--- src/design/mfhh_pkg.sv ---
// Package for the median-filtered hysteresis heater: widths, window geometry,
// register indexes, reset values and the sequencer state type. No dependencies.
`default_nettype none

package mfhh_pkg;

  localparam int WINDOW_LEN   = 10;
  localparam int MEDIAN_INDEX = 5;
  // Sorted position that is reported; an index past the end selects the last entry.
  localparam int MED_K  = (MEDIAN_INDEX < WINDOW_LEN) ? MEDIAN_INDEX : WINDOW_LEN - 1;
  localparam int IDX_W  = $clog2(WINDOW_LEN);
  localparam int RANK_W = $clog2(WINDOW_LEN + 1);

  localparam int TEMP_W     = 10;
  localparam int C16_W      = 12;
  localparam int TIME_W     = 32;
  localparam int CNT_W      = 16;
  localparam int DUTY_W     = 8;
  localparam int CFG_IDX_W  = 2;
  localparam int CFG_DATA_W = 10;

  localparam logic signed [TEMP_W-1:0] LOW_THR_RESET  = 10'sd38;
  localparam logic signed [TEMP_W-1:0] HIGH_THR_RESET = 10'sd39;
  localparam logic        [DUTY_W-1:0] DUTY_RESET     = 8'd255;
  localparam logic signed [TEMP_W-1:0] LOWEST_RESET   = 10'sd257;
  localparam logic        [TEMP_W-1:0] F_OFFSET       = 10'd32;

  // floor(x / 5) == (x * RECIP_5) >> RECIP_SHIFT for every x below 2^11.
  localparam logic [15:0] RECIP_5     = 16'd52429;
  localparam int          RECIP_SHIFT = 18;

  typedef enum logic [CFG_IDX_W-1:0] {
    CFG_LOW_THR    = 2'd0,
    CFG_HIGH_THR   = 2'd1,
    CFG_HEAT_EN    = 2'd2,
    CFG_DRIVE_DUTY = 2'd3
  } cfg_reg_t;

  typedef enum logic [2:0] {
    ST_IDLE,
    ST_CONV,
    ST_WRITE,
    ST_RANK,
    ST_UPDATE
  } state_t;

endpackage

`default_nettype wire

--- src/design/mfhh_if.sv ---
// Valid/ready channel interfaces for sample/report items and result items.
// Depends on mfhh_pkg for the field widths.
`default_nettype none

interface mfhh_item_if import mfhh_pkg::*; ();
  logic                     valid;
  logic                     ready;
  logic                     cmd;
  logic signed [C16_W-1:0]  temp_c16;
  logic        [TIME_W-1:0] now_ms;

  modport source (output valid, cmd, temp_c16, now_ms, input ready);
  modport sink   (input valid, cmd, temp_c16, now_ms, output ready);
endinterface

interface mfhh_result_if import mfhh_pkg::*; ();
  logic                     valid;
  logic                     ready;
  logic signed [TEMP_W-1:0] median_f;
  logic                     heating;
  logic        [DUTY_W-1:0] drive_level;
  logic signed [TEMP_W-1:0] max_f;
  logic signed [TEMP_W-1:0] min_f;
  logic        [CNT_W-1:0]  on_count;
  logic        [TIME_W-1:0] on_time_ms;

  modport source (output valid, median_f, heating, drive_level, max_f, min_f, on_count,
                  on_time_ms, input ready);
  modport sink   (input valid, median_f, heating, drive_level, max_f, min_f, on_count,
                  on_time_ms, output ready);
endinterface

`default_nettype wire

--- src/design/median_filtered_hysteresis_heater.sv ---
// Sample path: convert, write the window, rank each entry, then update and register the result;
// a report skips convert and write. A new item is taken only after the update is done.
// The item rate is bounded mainly by the rank unit, which scores one window entry per cycle.
// A finished result waits in the output register while the next item is worked on.
// Synchronous active-high reset clears the window to zero, the heater and statistics,
// sets the minimum to 257 and loads the register reset values.
`default_nettype none

module median_filtered_hysteresis_heater import mfhh_pkg::*; (
  input  wire logic                  clk,
  input  wire logic                  rst,
  mfhh_item_if.sink                  item,
  mfhh_result_if.source              result,
  input  wire logic                  cfg_we,
  input  wire logic [CFG_IDX_W-1:0]  cfg_index,
  input  wire logic [CFG_DATA_W-1:0] cfg_data
);

  state_t state, state_next;

  logic signed [TEMP_W-1:0] low_thr, high_thr;
  logic                     heat_en;
  logic        [DUTY_W-1:0] duty;

  logic signed [TEMP_W-1:0] window [WINDOW_LEN];
  logic        [IDX_W-1:0]  write_slot;
  logic                     heater_on;
  logic        [TIME_W-1:0] on_start;
  logic        [CNT_W-1:0]  turn_on_count;
  logic        [TIME_W-1:0] on_time_sum;
  logic signed [TEMP_W-1:0] highest_f, lowest_f;

  logic                     cmd_reg;
  logic signed [C16_W-1:0]  temp_reg;
  logic        [TIME_W-1:0] now_reg;
  logic        [26:0]       conv_prod;
  logic                     conv_neg;
  logic        [IDX_W-1:0]  cand_idx;
  logic signed [TEMP_W-1:0] med_reg;
  logic        [TIME_W-1:0] elapsed;

  logic accept, conv_en, write_en, rank_en, upd_fire, rank_last;

  assign accept    = item.valid && item.ready;
  assign rank_last = (cand_idx == IDX_W'(WINDOW_LEN - 1));

  // Sequencer.
  always_ff @(posedge clk) begin
    if (rst) begin
      state <= ST_IDLE;
    end else begin
      state <= state_next;
    end
  end

  always_comb begin
    state_next = state;
    unique case (state)
      ST_IDLE:   if (accept) state_next = item.cmd ? ST_RANK : ST_CONV;
      ST_CONV:   state_next = ST_WRITE;
      ST_WRITE:  state_next = ST_RANK;
      ST_RANK:   if (rank_last) state_next = ST_UPDATE;
      ST_UPDATE: if (!result.valid || result.ready) state_next = ST_IDLE;
      default:   state_next = ST_IDLE;
    endcase
  end

  always_comb begin
    item.ready = 1'b0;
    conv_en    = 1'b0;
    write_en   = 1'b0;
    rank_en    = 1'b0;
    upd_fire   = 1'b0;
    unique case (state)
      ST_IDLE:   item.ready = 1'b1;
      ST_CONV:   conv_en = 1'b1;
      ST_WRITE:  write_en = 1'b1;
      ST_RANK:   rank_en = 1'b1;
      ST_UPDATE: upd_fire = !result.valid || result.ready;
      default:   item.ready = 1'b0;
    endcase
  end

  // Configuration registers.
  always_ff @(posedge clk) begin
    if (rst) begin
      low_thr  <= LOW_THR_RESET;
      high_thr <= HIGH_THR_RESET;
      heat_en  <= 1'b1;
      duty     <= DUTY_RESET;
    end else if (cfg_we) begin
      unique case (cfg_reg_t'(cfg_index))
        CFG_LOW_THR:    low_thr  <= $signed(cfg_data[TEMP_W-1:0]);
        CFG_HIGH_THR:   high_thr <= $signed(cfg_data[TEMP_W-1:0]);
        CFG_HEAT_EN:    heat_en  <= cfg_data[0];
        CFG_DRIVE_DUTY: duty     <= cfg_data[DUTY_W-1:0];
      endcase
    end
  end

  // Item capture.
  always_ff @(posedge clk) begin
    if (accept) begin
      cmd_reg  <= item.cmd;
      temp_reg <= item.temp_c16;
      now_reg  <= item.now_ms;
    end
  end

  // Conversion: F = trunc(c16 * 9 / 80) + 32, done on the magnitude as (|9c| >> 4) / 5.
  logic signed [15:0]       prod9;
  logic        [14:0]       mag9;
  logic        [8:0]        quot;
  logic signed [TEMP_W-1:0] conv_f;

  always_comb begin
    prod9  = (16'(temp_reg) <<< 3) + 16'(temp_reg);
    mag9   = prod9[15] ? 15'(-prod9) : prod9[14:0];
    quot   = conv_prod[RECIP_SHIFT +: 9];
    conv_f = conv_neg ? $signed(F_OFFSET - 10'(quot)) : $signed(F_OFFSET + 10'(quot));
  end

  always_ff @(posedge clk) begin
    if (conv_en) begin
      conv_prod <= 27'(mag9[14:4]) * 27'(RECIP_5);
      conv_neg  <= prod9[15];
    end
  end

  // Rank unit: the candidate's sorted position is the number of entries below it,
  // with equal entries ordered by slot so that every position is taken exactly once.
  logic signed [TEMP_W-1:0] cand;
  logic        [RANK_W-1:0] rank;

  always_comb begin
    cand = window[cand_idx];
    rank = '0;
    for (int j = 0; j < WINDOW_LEN; j++) begin
      if ((window[j] < cand) || ((window[j] == cand) && (IDX_W'(j) < cand_idx))) begin
        rank = rank + RANK_W'(1);
      end
    end
  end

  always_ff @(posedge clk) begin
    if (rst) begin
      cand_idx <= '0;
    end else if (rank_en) begin
      cand_idx <= rank_last ? '0 : cand_idx + IDX_W'(1);
    end
  end

  always_ff @(posedge clk) begin
    if (rank_en) begin
      if (rank == RANK_W'(MED_K)) med_reg <= cand;
      elapsed <= now_reg - on_start;
    end
  end

  // Heater and statistics update.
  logic                     low_hit, high_hit, turned_on, add_now;
  logic        [TIME_W:0]   sum_add;
  logic        [TIME_W-1:0] sum_sat;
  logic                     heater_next;
  logic        [TIME_W-1:0] start_next, sum_next, rpt_time;
  logic        [CNT_W-1:0]  count_next, rpt_count;
  logic signed [TEMP_W-1:0] highest_next, lowest_next;

  always_comb begin
    low_hit      = (med_reg <= low_thr);
    high_hit     = (med_reg >= high_thr);
    sum_add      = {1'b0, on_time_sum} + {1'b0, elapsed};
    sum_sat      = sum_add[TIME_W] ? '1 : sum_add[TIME_W-1:0];
    turned_on    = 1'b0;
    add_now      = 1'b0;
    heater_next  = heater_on;
    start_next   = on_start;
    count_next   = turn_on_count;
    sum_next     = on_time_sum;
    highest_next = highest_f;
    lowest_next  = lowest_f;
    rpt_count    = turn_on_count;
    rpt_time     = on_time_sum;
    if (!cmd_reg) begin
      turned_on = low_hit && heat_en && !heater_on;
      // A heater just turned on and switched off by the same sample gains no time.
      add_now   = heater_on && ((low_hit && !heat_en) || high_hit);
      if (turned_on) begin
        heater_next = !high_hit;
        start_next  = now_reg;
        if (turn_on_count != '1) count_next = turn_on_count + CNT_W'(1);
      end else if (add_now) begin
        heater_next = 1'b0;
        sum_next    = sum_sat;
      end
      if (med_reg > highest_f) highest_next = med_reg;
      if (med_reg < lowest_f) lowest_next = med_reg;
      rpt_count = count_next;
      rpt_time  = sum_next;
    end else begin
      if (heater_on) begin
        rpt_time   = sum_sat;
        start_next = now_reg;
      end
      count_next = '0;
      sum_next   = '0;
    end
  end

  always_ff @(posedge clk) begin
    if (rst) begin
      for (int i = 0; i < WINDOW_LEN; i++) window[i] <= '0;
      write_slot    <= '0;
      heater_on     <= 1'b0;
      on_start      <= '0;
      turn_on_count <= '0;
      on_time_sum   <= '0;
      highest_f     <= '0;
      lowest_f      <= LOWEST_RESET;
    end else begin
      if (write_en) begin
        window[write_slot] <= conv_f;
        write_slot <= (write_slot == IDX_W'(WINDOW_LEN - 1)) ? '0 : write_slot + IDX_W'(1);
      end
      if (upd_fire) begin
        heater_on     <= heater_next;
        on_start      <= start_next;
        turn_on_count <= count_next;
        on_time_sum   <= sum_next;
        highest_f     <= highest_next;
        lowest_f      <= lowest_next;
      end
    end
  end

  // Output register.
  always_ff @(posedge clk) begin
    if (rst) begin
      result.valid <= 1'b0;
    end else if (upd_fire) begin
      result.valid <= 1'b1;
    end else if (result.ready) begin
      result.valid <= 1'b0;
    end
  end

  always_ff @(posedge clk) begin
    if (upd_fire) begin
      result.median_f    <= med_reg;
      result.heating     <= heater_next;
      result.drive_level <= heater_next ? duty : '0;
      result.max_f       <= highest_next;
      result.min_f       <= lowest_next;
      result.on_count    <= rpt_count;
      result.on_time_ms  <= rpt_time;
    end
  end

endmodule

`default_nettype wire

--- src/flat_wrapper.sv ---
// flat-port wrapper written by rule: the top's interface ports become plain ports
module median_filtered_hysteresis_heater_flat import mfhh_pkg::*;
  (clk, rst, cfg_we, cfg_index, cfg_data, item_valid, item_cmd, item_temp_c16, item_now_ms, item_ready, result_valid, result_median_f, result_heating, result_drive_level, result_max_f, result_min_f, result_on_count, result_on_time_ms, result_ready);
  mfhh_item_if item_i ();
  mfhh_result_if result_i ();
  input  wire logic clk;
  input  wire logic rst;
  input  wire logic cfg_we;
  input  wire logic [CFG_IDX_W-1:0] cfg_index;
  input  wire logic [CFG_DATA_W-1:0] cfg_data;
  input wire logic [$bits(item_i.valid)-1:0] item_valid;
  input wire logic [$bits(item_i.cmd)-1:0] item_cmd;
  input wire logic [$bits(item_i.temp_c16)-1:0] item_temp_c16;
  input wire logic [$bits(item_i.now_ms)-1:0] item_now_ms;
  output wire logic [$bits(item_i.ready)-1:0] item_ready;
  output wire logic [$bits(result_i.valid)-1:0] result_valid;
  output wire logic [$bits(result_i.median_f)-1:0] result_median_f;
  output wire logic [$bits(result_i.heating)-1:0] result_heating;
  output wire logic [$bits(result_i.drive_level)-1:0] result_drive_level;
  output wire logic [$bits(result_i.max_f)-1:0] result_max_f;
  output wire logic [$bits(result_i.min_f)-1:0] result_min_f;
  output wire logic [$bits(result_i.on_count)-1:0] result_on_count;
  output wire logic [$bits(result_i.on_time_ms)-1:0] result_on_time_ms;
  input wire logic [$bits(result_i.ready)-1:0] result_ready;
  assign item_i.valid = item_valid;
  assign item_i.cmd = item_cmd;
  assign item_i.temp_c16 = item_temp_c16;
  assign item_i.now_ms = item_now_ms;
  assign item_ready = item_i.ready;
  assign result_valid = result_i.valid;
  assign result_median_f = result_i.median_f;
  assign result_heating = result_i.heating;
  assign result_drive_level = result_i.drive_level;
  assign result_max_f = result_i.max_f;
  assign result_min_f = result_i.min_f;
  assign result_on_count = result_i.on_count;
  assign result_on_time_ms = result_i.on_time_ms;
  assign result_i.ready = result_ready;
  median_filtered_hysteresis_heater u_core (.clk(clk), .rst(rst), .item(item_i), .result(result_i), .cfg_we(cfg_we), .cfg_index(cfg_index), .cfg_data(cfg_data));
endmodule
--- config.mk ---
export PLATFORM = sky130hd
export DESIGN_NAME = median_filtered_hysteresis_heater_flat
export DESIGN_NICKNAME = d
export VERILOG_FILES = /design/src/design/mfhh_pkg.sv /design/src/design/mfhh_if.sv /design/src/design/median_filtered_hysteresis_heater.sv /design/src/flat_wrapper.sv
export SDC_FILE = /design/constraint.sdc
export NUM_CORES = 1
export LEC_CHECK = 0
export BUFFER_PORTS_ARGS = -buffer_cell sky130_fd_sc_hd__buf_2
export CAP_MARGIN = 20
export CORE_MARGIN = 5
export CORE_UTILIZATION = 55
export CTS_CLUSTER_DIAMETER = 200
export DETAILED_ROUTE_END_ITERATION = 10
export PLACE_DENSITY = 0.77
export SKIP_CTS_REPAIR_TIMING = 1
export SLEW_MARGIN = 0
export SYNTH_ARGS = -nofsm -noshare
export SYNTH_HDL_FRONTEND = slang
export SYNTH_SLANG_ARGS = --single-unit
--- constraint.sdc ---
create_clock -name clk -period 11.58 [get_ports clk]
set_clock_uncertainty 0.15 [all_clocks]
set_input_delay 2.316 -clock clk [delete_from_list [all_inputs] [get_ports clk]]
set_output_delay 2.316 -clock clk [all_outputs]
set_load 0.05 [all_outputs]
==> summary.txt, run 1 <==
Global routing
  • Congestion Overflow GR: 0
  • Largest net degree at the start of global routing: 64
  • Global-route wire length before repair: 111000 um
  • Gr usage total: between 20% and 30%
  • Initial antenna violation count: 2
  • Vias in the first global route: just over 20000

STA
  • Final min period: between 10 and 15 ns
  • Setup WS post-layout: approximately 1.6 ns
  • Period Utilization, post-route: 86.4%
  • # setup viols final: 0
  • Max-slew violations: 0
  • Final hold violations: 0
  • Worst slew pin tran: around 1.1 ns
  • Max Freq: 100 MHz
  • Slew headroom: 26.1%
  • RSZ-0062 raised after global routing: false
  • Final setup TNS: 0 ns

Placed design
  • Placed insts: roughly 3500
  • Pre-CTS setup slack: around 1.6 ns
  • GPL Wtd Cong: just over 1
  • Buffers on Ports: 150
  • Cell Area, Placed: a little over 0.03 mm^2
  • Post-DP HPWL: approximately 54000 um

Detailed routing
  • Via count: about 21000
  • Drt pass-1 iters: 8
  • WL per Instance: about 20 um
  • Routed WL: roughly 71000 um
  • Drt via density: 5.83
  • Initial DRC Count: around 1700
  • DRC Markers: 0
  • Antenna Nets Post-Route: 0

Synthesis
  • Synth top area cells: edfxtp_1 36%, ha_1 13%, dfxtp_1 10%
  • Yosys cell types: 90
  • Syn Std Cell Area: 0.0288 mm^2
  • Synth Warn #: 0
  • Top cells by count, synth: 344 x edfxtp_1, 297 x ha_1, 296 x nand2_1
  • Yosys reg bits: 490
  • Synth Net Count: just over 3000
  • Top_reg_cell synth: edfxtp_1
  • Synth area leader: edfxtp_1
  • Count leader, synth: edfxtp_1
  • Post-synthesis xor/xnor area fraction: slightly below 4%
  • Post-synthesis mux area share: between 5 and 6%
  • Post-synthesis adder-cell area fraction: between 10% and 20%
  • Complex-gate fraction of the synthesized area: 11.8%
  • Post-Synth Simple-Gate Area: approximately an eighth
  • EDFF count, synth: about 340
  • Register area share after synthesis: 46.1%
  • Post-synthesis average cell area: roughly 11 um^2
  • Synth top area share: between 30% and 40%
  • Cells after Synth: between 2000 and 3000
  • Largest family of logic cells by synthesized area: adder cells
  • Post-synth ARST share: 0%

Floorplanning
  • Row cnt: a little over 80
  • Die extent in x: between 200 and 250 um
  • Initial Util: roughly 56%
  • Die area: ~0.057 mm^2
  • Core area: ~0.052 mm^2
  • IO Pins: about 150
  • Die outline height: 239 um

Critical path
  • CP Capture Type: flip-flop
  • Worst endpoint required time: between 10 and 15 ns
  • Slowest cell on the critical path: dfxtp_1
  • Critical path class: reg -> reg
  • Largest fanout on the critical path: 23
  • R2R Setup Slk: 1.58 ns
  • Reg2Reg Depth: 40
  • Max incr delay on CP: between 1 and 1.5 ns
  • Worst Setup Start Kind: flip-flop
  • Critical path arrival: ~10 ns
  • Most frequent cell on the critical path: ha_1

Final layout
  • Synthesis-to-finish area growth: 11.5%
  • Nets@finish: approximately 3200
  • Fraction of layout cells with a size suffix above 1: roughly 13%
  • Finished Cell Area: roughly 0.032 mm^2
  • Top reg by flops: u_core.window
  • Fin cells: ~3600
  • Flip-flop count of the largest register after layout: 160

Clocking
  • Worst-skew pair later-pin latency: 0.62 ns
  • Htree depth: 2
  • Clock sinks: between 400 and 500
  • CTS clk-pin slew, worst paths: roughly 0.06 ns
  • TritonCTS clock tree: built
  • CTS root buf: clkbuf_16
  • Total CTS buffers: 50
  • Max Root-Sink Buffers: 3

Power
  • Internal power: slightly above 6 mW
  • Sequential share of power: between 20 and 25%
  • Clock share of power: between 10% and 20%
  • Peak supply drop: about 0.0006 V
  • NetSw: between 4 and 5 mW
  • Pleak: between 10 and 15 nW
  • Switch share: 42.4%
  • Combinational share of power: 62.1%
  • Power Density: between 300 and 400 mW/mm^2

Worst hold path
  • Worst Hold Class: reg -> reg
  • Worst hold stages: 2

Flow run
  • Max cap viols: 0

Run status
  • Status: complete, no violations
[stage by stage]
| stage | util [%] | power (mW) | hold WS [ns] |
|---|---|---|---|
| after floorplan | - | 7.45 | 0.286 |
| after global placement | 58.5 | 8.56 | 0.292 |
| after detailed placement | 58.6 | 9.00 | 0.297 |
| after CTS | 62.0 | 10.8 | 0.305 |
| after global routing | 62.1 | 11.9 | 0.325 |
| final | 62.1 | 10.6 | 0.303 |
[layer usage]
metal,vias up,part of all wire (%),track usage [%]
li1,9916,-,-
met1,9915,41,33.1
met2,838,47,41.0
met3,156,8.2,4.21
met4,4,3.2,7.36
met5,-,0.091,0
[layout by cell type, fill, tap and decap left out, types with 10 or more instances in the layout]
| master | instances |
|---|---|
| clkbuf_16 | 51 |
| a21oi_1 | 161 |
| dfxtp_1 | 145 |
| nor3_1 | 47 |
| mux4_2 | 50 |
| o211ai_1 | 12 |
| mux2_2 | 24 |
| a211o_1 | 15 |
| o21ai_0 | 136 |
| and3_1 | 13 |
| xor2_1 | 34 |
| o211a_1 | 10 |
| nand4_1 | 32 |
| nor2_1 | 247 |
| nand2_1 | 296 |
| inv_1 | 252 |
| buf_4 | 21 |
| buf_2 | 149 |
| mux2i_1 | 11 |
| xnor2_1 | 73 |
| or3_1 | 10 |
| nand2b_1 | 38 |
| nor2b_1 | 40 |
| o21bai_1 | 10 |
| ha_1 | 297 |
| nand3_1 | 35 |
| a21o_1 | 46 |
| o21a_1 | 39 |
| fa_1 | 41 |
| edfxtp_1 | 344 |
| a31oi_1 | 14 |
[final timing paths]
check | startpoint | end
worst max register to register | flip-flop | u_core.med_reg[3]
worst max-delay path | flip-flop | u_core.med_reg[3]
worst min register to register | u_core.on_start[13] | u_core.on_start[13]
worst min-delay path | u_core.on_start[13] | u_core.on_start[13]
[power groups by stage]
stage	Clock [mW]	Sequential [mW]	Combinational, mW
after floorplan	0	2.31	5.13
after global placement	0	2.34	6.22
after detailed placement	0	2.34	6.65
after CTS	1.74	2.31	6.73
after global routing	1.82	2.32	7.78
final	1.72	2.31	6.61
[critical path: cells and delay by family, from the launching register on]
kind	cells	cell delay, ns
AND/OR/NAND/NOR	8	0.65
buffers and inverters	5	0.85
flip-flops	1	1.05
AO/OA/AOI/OAI	12	2.44
adder cells (fa/ha/maj)	9	2.72
multiplexers	5	1.70
XOR/XNOR	1	0.16
[layout make-up]
cell class | instances | area [um^2]
Inverter | 256 | 963
Clock inverter | 31 | 430
Sequential cell | 490 | 13300
Timing Repair Buffer | 174 | 961
Antenna cell | 1 | 2.50
Clock buffer | 63 | 1350
Multi-Input combinational cell | 1877 | 14300
Tap cell | 680 | 851
Fill cell | 4011 | 19500
[cell families after synthesis]
group | Yosys count
AND/OR/NAND/NOR | 806
AO/OA/AOI/OAI | 532
flip-flops | 490
buffers and inverters | 341
adder cells (fa/ha/maj) | 338
XOR/XNOR | 116
multiplexers | 85
Note: power is estimated with default switching activity, not from simulation.
==> inputs of run 2 (changes only) <==
--- a/config.mk
+++ b/config.mk
@@ -9,7 +9,7 @@
 export CAP_MARGIN = 20
 export CORE_MARGIN = 5
 export CORE_UTILIZATION = 55
-export CTS_CLUSTER_DIAMETER = 200
+export CTS_CLUSTER_DIAMETER = 150
 export DETAILED_ROUTE_END_ITERATION = 10
 export PLACE_DENSITY = 0.77
 export SKIP_CTS_REPAIR_TIMING = 1
==> constraint.sdc (replaced) <==
create_clock -name clk -period 11.1 [get_ports clk]
set_clock_uncertainty 0.15 [all_clocks]
set_input_delay 0.555 -clock clk [delete_from_list [all_inputs] [get_ports clk]]
set_output_delay 0.555 -clock clk [all_outputs]
set_load 0.05 [all_outputs]
==> run 2 against run 1 <==
Compared with the run above:
- power increased by 5.1%
- first-iteration DRC count is 8.6% lower
- fmax increased by 1.6%
- clock power grew 6%
- critical path depth unchanged
- register-to-register slack got worse by 0.32 ns
- count of clock-buffer cells in the layout up 4
- hold slack lost 0.28 ns
- largest cell class unchanged
- die area did not move
==> summary.txt, run 2 (same netlist as run 1, synthesis figures left out) <==
Global routing
  • Gr usage total: 23.5% (was 24.5%)
  • Largest net degree at the start of global routing: 65 (was 64)
  • Vias in the first global route: 20505 (was 20493)
  • M3 GR Usage: 4.14% (was 4.21%)
  • Top Usage Layer GRT: met2 (unchanged)
  • GR met1 Demand/Resource: 31.0% (was 33.1%)
  • GR Util met2: 39.0% (was 41.0%)
  • Initial antenna violation count: 0 (was 2)
  • Congestion Overflow GR: 0 (unchanged)
  • Global-route wire length before repair: 108000 um (was 111000 um)

Power
  • Peak supply drop: 0.000591 V (was 0.000596 V)
  • Pleak: 13.4 nW (was 13.2 nW)
  • Power Density: 345 mW/mm^2 (was 332 mW/mm^2)
  • Total Power: 11.2 mW (was 10.6 mW)

Placed design
  • GPL Wtd Cong: 0.978 (was 1.02)
  • Buffers on Ports: 150 (unchanged)
  • Post-DP HPWL: 51200 um (was 53900 um)
  • Pre-CTS setup slack: 1.29 ns (was 1.62 ns)

Final layout
  • Flip-flop count of the largest register after layout: 160 (unchanged)
  • Nets@finish: 3285 (was 3249)
  • Top reg by flops: u_core.window (unchanged)
  • Most common cell after layout, fill and taps aside: edfxtp_1 (unchanged)
  • Most frequent cells in the layout: 344 x edfxtp_1, 297 x ha_1, 296 x nand2_1 (unchanged)
  • Fraction of layout cells with a size suffix above 1: 12.8% (was 12.9%)
  • Synthesis-to-finish area growth: 12.8% (was 11.5%)
  • Final Util: 62.9% (was 62.1%)
  • Filler cells: 3941 (was 4011)

Critical path
  • Max incr delay on CP: 0.70 ns (was 1.05 ns)
  • Critical path arrival: 10.00 ns (was 10.17 ns)
  • CP Buf/Inv Count: 5 (unchanged)
  • Slowest cell on the critical path: dfxtp_2 (was dfxtp_1)
  • Critical path's top delay family: adder cells (unchanged)
  • CP Capture Type: flip-flop (unchanged)
  • Worst Setup Start Kind: flip-flop (unchanged)
  • Critical path class: reg -> reg (unchanged)
  • Worst endpoint required time: 11.25 ns (was 11.75 ns)
  • Most frequent cell on the critical path: ha_1 (unchanged)
  • Largest fanout on the critical path: 15 (was 23)

Clocking
  • CTS clk-pin slew, worst paths: 0.06 ns (about the same)
  • CTS root buf: clkbuf_16 (unchanged)
  • Htree depth: 2 (unchanged)
  • Worst-skew pair later-pin latency: 0.61 ns (was 0.62 ns)
  • Max Root-Sink Buffers: 3 (unchanged)
  • Total CTS buffers: 52 (was 50)
  • TritonCTS clock tree: built (unchanged)
  • Clock sinks: 490 (unchanged)

Flow run
  • Max cap viols: 0 (unchanged)

Detailed routing
  • WL per Instance: 19.0 um (was 19.9 um)
  • Antenna Nets Post-Route: 0 (unchanged)
  • Via count: 20787 (was 20829)
  • Initial DRC Count: 1587 (was 1737)
  • Drt pass-1 iters: 6 (was 8)
  • Routed WL: 68500 um (was 71100 um)
  • DRC Markers: 0 (unchanged)
  • Drt via density: 5.76 (was 5.83)

STA
  • Final hold violations: 0 (unchanged)
  • Setup WS post-layout: 1.25 ns (was 1.58 ns)
  • Max Freq: 102 MHz (was 100 MHz)
  • Slew headroom: 25.7% (was 26.1%)
  • Max-slew violations: 0 (unchanged)
  • Period Utilization, post-route: 88.7% (was 86.4%)
  • Worst slew pin tran: 1.11 ns (about the same)
  • # setup viols final: 0 (unchanged)
  • Final min period: 9.85 ns (was 10.00 ns)
  • Fin Hold WS: 0.0217 ns (was 0.303 ns)
  • RSZ-0062 raised after global routing: false (unchanged)
  • Final setup TNS: 0 ns (unchanged)

Floorplanning
  • Row cnt: 83 (unchanged)
  • Die outline height: 239 um (unchanged)
  • IO Pins: 151 (unchanged)
  • Initial Util: 55.7% (unchanged)
  • Die area: 0.0570 mm^2 (unchanged)
  • Core area: 0.0516 mm^2 (unchanged)
  • Die extent in x: 239 um (unchanged)

Run status
  • Status: complete, no violations (unchanged)

Worst hold path
  • Worst Hold Class: in -> reg (was reg -> reg)
run 2: final cells by class:
cell class                 instances  area, um^2  area share [%]
multi-input combinational       1877       14200            43.9
sequential                       490       13300            40.9
clock buffer                      67        1420            4.37
timing repair buffer             208        1310            4.04
inverter                         256         963            2.97
tap                              680         851            2.62
clock inverter                    31         399            1.23
antenna                            1        2.50         0.00771
run 2: where the power goes:
part	internal (mW)	switching, mW	leakage, nW	total [mW]
sequential	2.30	0.0995	4.51	2.40
combinational	3.04	3.92	7.98	6.96
clock	1.10	0.727	0.879	1.82
total	6.44	4.75	13.4	11.2
run 2: worst register-to-register path, delay by kind of cell, from the launching register on:
kind / cells / cell delay (ns)
adder cells (fa/ha/maj): 9 / 2.69
flip-flops: 1 / 0.70
XOR/XNOR: 1 / 0.15
AO/OA/AOI/OAI: 12 / 2.43
buffers and inverters: 5 / 0.89
AND/OR/NAND/NOR: 8 / 0.63
multiplexers: 5 / 1.90
run 2: stage by stage:
stage                     std cells  instance area, um^2
after floorplan                2708                28800
after global placement         3474                30200
after detailed placement       3475                30200
after CTS                      3573                32100
after global routing           3609                32400
final                          3610                32400
run 2: metal layers:
metal	wire [um]	up-vias
li1	-	10000
met1	28600	9922
met2	32300	698
met3	4530	167
met4	3070	0
met5	0	-
run 2: path summary, 6_finish.rpt:
check                                         start                  end  slack (ns)  cells after the start
worst max-delay path                      flip-flop    u_core.med_reg[9]        1.25                     40
worst min-delay path                 item_now_ms[8]    u_core.now_reg[8]        0.02                      1
worst max register to register            flip-flop    u_core.med_reg[9]        1.25                     40
worst min register to register  u_core.on_start[17]  u_core.on_start[17]        0.30                      2
